<file path="src/rtl/sdt_div.sv">
// ----------------------------------------------------------------------------
// sdt_div
// Restoring unsigned divider, one quotient bit per cycle.
// ----------------------------------------------------------------------------
module sdt_div #(
  parameter int DW = 49,
  parameter int VW = 11
) (
  input  logic          clk,
  input  logic          rst_n,
  input  logic          start,
  input  logic [DW-1:0] dividend,
  input  logic [VW-1:0] divisor,
  output logic          done,
  output logic [DW-1:0] quotient,
  output logic          rem_nz
);

  localparam int NW = $clog2(DW + 1);

  logic [DW-1:0] dvd_r;
  logic [VW-1:0] rem_r;
  logic [VW-1:0] dv_r;
  logic [NW-1:0] cnt_r;
  logic          busy_r;
  logic          done_r;
  logic [VW:0]   trial;
  logic          ge;

  assign trial = {rem_r, dvd_r[DW-1]};
  assign ge    = trial >= {1'b0, dv_r};

  always_ff @(posedge clk) begin
    if (!rst_n) begin
      busy_r <= 1'b0;
      done_r <= 1'b0;
      cnt_r  <= '0;
    end else begin
      done_r <= 1'b0;
      if (start) begin
        busy_r <= 1'b1;
        cnt_r  <= NW'(DW);
      end else if (busy_r) begin
        cnt_r <= cnt_r - NW'(1);
        if (cnt_r == NW'(1)) begin
          busy_r <= 1'b0;
          done_r <= 1'b1;
        end
      end
    end
  end

  always_ff @(posedge clk) begin
    if (start) begin
      dvd_r <= dividend;
      rem_r <= '0;
      dv_r  <= divisor;
    end else if (busy_r) begin
      dvd_r <= {dvd_r[DW-2:0], ge};
      rem_r <= ge ? VW'(trial - {1'b0, dv_r}) : trial[VW-1:0];
    end
  end

  assign done     = done_r;
  assign quotient = dvd_r;
  assign rem_nz   = rem_r != '0;

endmodule

</file>
<file path="config.mk">
export PLATFORM = sky130hd
export DESIGN_NAME = sdt_div
export DESIGN_NICKNAME = d
export VERILOG_FILES = /design/src/rtl/sdt_div.sv
export SDC_FILE = /design/constraint.sdc
export NUM_CORES = 1
export LEC_CHECK = 0
export BUFFER_PORTS_ARGS = -buffer_cell sky130_fd_sc_hd__buf_2
export CORE_UTILIZATION = 40
export DETAILED_ROUTE_END_ITERATION = 6
export PLACE_DENSITY = 0.68
export SETUP_SLACK_MARGIN = 0.05
export SYNTH_ARGS = -nofsm -noshare
export SYNTH_HDL_FRONTEND = slang
export SYNTH_SLANG_ARGS = --single-unit
</file>
<file path="constraint.sdc">
create_clock -name clk -period 2.7 [get_ports clk]
set_clock_uncertainty 0.1 [all_clocks]
set_input_delay 0.135 -clock clk [delete_from_list [all_inputs] [get_ports clk]]
set_output_delay 0.135 -clock clk [all_outputs]
set_load 0.03 [all_outputs]
</file>
==> impl_metrics.csv <==
group,metric,value,unit
timing,final.setup.tns,0,ns
run_status,outcome,"finished, final reports clean",
placed_design,placed_cells,536,
clocking,clkTransAtPathRegs,0.10,ns
synthesis,synth_seq_area_share,56.9,%
synthesis,synth_edf_count,60,
die,chipHeight,99.9,um
timing,finalCriticalPeriod,2.49,ns
clocking,clock_tree.root_cell,"clkbuf_8",
layout,final_area,5410,sq um
synthesis,yosysWarningCount,0,
clocking,clk_latency,0.36,ns
timing,maxSlewHeadroom,63.1,%
synthesis,postSynthRegisterBits,79,
layout,areaGrowthSynthToFinish,41.1,%
synthesis,synth.top_cell.area_share,47.0,%
die,die_w,99.9,um
timing,max_freq,401,MHz
grt,grt_start_max_net_pins,50,
drt,post-route-drc-count,0,
die,fp.dieArea,9980,sq um
grt,grt_first_pass_wirelength,14900,um
clocking,tritoncts_num_sinks,79,
layout,most_common_cell_after_layout_fill_and_taps_aside,"buf_2",
drt,via_count,3062,
layout,final_layout_size_suffix_gt1_share,39.0,%
synthesis,netlist_area_before_placement,3830,sq um
drt,post_drt_wl_per_cell,15.4,um
layout,multi_input_comb_area,1520,sq um
run,cap_viol_max_count,0,
drt,antenna_violating_nets_post_route,0,
layout,insertedDiodeCount,0,
synthesis,yosys-top-cells-area,"edfxtp_1, mux2_2, dfxtp_1",
clocking,h-tree-depth,3,
synthesis,per_instance_average_area_after_synthesis,12.8,sq um
timing,timing.final.hold_violations,0,
timing,slew_viol_final,0,
clocking,clk_path_buf_depth,2,
critical_path,worstSetupEndpointType,"flop",
clocking,numCtsBuffers,9,
synthesis,synth_top_cell_by_area,"edfxtp_1",
grt,vias_in_the_first_global_route,3104,
layout,regArea,2180,sq um
drt,drt_wl_total,9430,um
die,start_util,41.3,%
pwr,power_total,0.00327,W
synthesis,asyncSetResetFlopFracSynth,0,%
critical_path,crit_required,2.86,ns
placed_design,placement.cell_area,4570,sq um
drt,drtIter0Drc,98,
layout,non_filler_instance_count_after_layout,613,
synthesis,synth_nets,377,
placed_design,io_buffer_count,113,
grt,grt_antenna_before_repair,0,
timing,finalSetupViolations,0,
critical_path,worstSetupPathType,"reg2reg",
critical_path,setup.worst_path.start_class,"flop",
drt,number_of_vias_per_cell,5.00,
pwr,leakagePower,2.27,nW
placed_design,globalplace.congestion,0.897,
synthesis,synthCells,300,
critical_path,critPathArrivalTime,2.66,ns
pwr,peakVddDrop,353,uV
grt,gr-usage-all-layers,19.6,%
layout,nFillCells,786,
grt,global_route.overflow_total,0,
placed_design,dp_hpwl,5960,um
timing,final.period_utilization,92.3,%
synthesis,synth.distinct_cells,51,
synthesis,postSynth.topFlopCell,"edfxtp_1",
die,row_count,35,
pwr,pwrdens,604,nW/um^2
clocking,cts_tree,"yes",
layout,post-route-util,58.3,%
die,core_region,9280,sq um
layout,layout_common_cells,"buf_2, dlygate4sd3_1, edfxtp_1, mux2_2, inv_1",
critical_path,crit_path_max_fanout,17,
hold_path,worst_hold_path_type,"in2reg",
layout,final_net_count,556,
die,pin_count,114,
drt,dr.pass1.iters,4,
timing,unrepaired_setup_endpoints_after_global_routing,"no",
clocking,cts_resized,0,
timing,worst_pin_slew,0.547,ns
[layout make-up]
type                       count  area share [%]
clock buffer                   9            2.29
clock inverter                 7            1.90
inverter                      22            1.53
multi-input combinational    188            28.1
sequential                    79            40.3
tap                          129            2.98
timing repair buffer         179            22.9
[critical path: stages, from the launching register on]
cell and delay (ns):
edfxtp_1 0.41, inv_1 0.08, ha_1 0.18, fa_1 0.21, and2b_1 0.20, o31a_4 0.30
o21ai_2 0.20, a21boi_2 0.10, buf_4 0.21, and3_1 0.19, nor4_2 0.23
[sequential cells by signal (all words and copies together), names as in the netlist]
name	count
quotient	49
busy_r	1
done	1
cnt_r	6
dv_r	11
rem_r	11
[final timing paths]
kind | from | endpoint | slack, ns | cells after the start
max | quotient[48] | rem_r[5] | 0.21 | 10
min | start | dv_r[4] | 0.16 | 1
max reg2reg | quotient[48] | rem_r[5] | 0.21 | 10
min reg2reg | cnt_r[1] | cnt_r[1] | 0.40 | 2
[logic make-up after synthesis]
logic type	synth area share [%]
buf+inv	3.46
simple gates	8.74
fa+ha+maj	4.76
compound gates	8.74
mux	14.9
flops	56.9
xor+xnor	2.51
[routing by layer]
metal	track usage [%]	share of wire (%)	vias to the layer above	wire, um
li1	-	-	1482	-
met1	23.4	42	1460	3950
met2	34.1	51	107	4830
met3	5.08	5.5	13	522
met4	6.90	1.3	0	127
met5	0	0	-	0
[synth_stat cells (3+ instances only)]
| library cell | count |
|---|---|
| xnor2_1 | 8 |
| ha_1 | 13 |
| nor3_1 | 9 |
| inv_1 | 21 |
| nand3_1 | 8 |
| dfxtp_1 | 19 |
| a31oi_1 | 4 |
| clkbuf_1 | 9 |
| mux2_2 | 48 |
| a21o_1 | 3 |
| a21oi_1 | 6 |
| o21ai_0 | 5 |
| nor2_1 | 15 |
| mux2i_1 | 3 |
| nor4_1 | 3 |
| xor2_1 | 3 |
| nor2b_1 | 3 |
| edfxtp_1 | 60 |
| o211ai_1 | 3 |
| nand2_1 | 16 |
| a21boi_0 | 3 |
[report_power, final]
| group | internal, W | total (W) | switching [W] |
|---|---|---|---|
| registers | 0.00144 | 0.00151 | 0.0000656 |
| clock network | 0.000536 | 0.00102 | 0.000481 |
| logic | 0.000318 | 0.000746 | 0.000428 |
| total | 0.00230 | 0.00327 | 0.000975 |
[repair_timing]
item / CTS / global route
setup buffers: 0 / 0
hold buffers: 61 / 0
hold endpoints to repair: 64 / 0
[per-stage QoR]
step                      setup WS (ns)  hold slack [ns]
final                             0.207            0.158
after global placement            0.320            0.214
after detailed placement          0.215            0.216
after global routing             0.0600            0.161
after floorplan                   0.121            0.134
after CTS                         0.194            0.155
(Power assumes the default switching activity.)
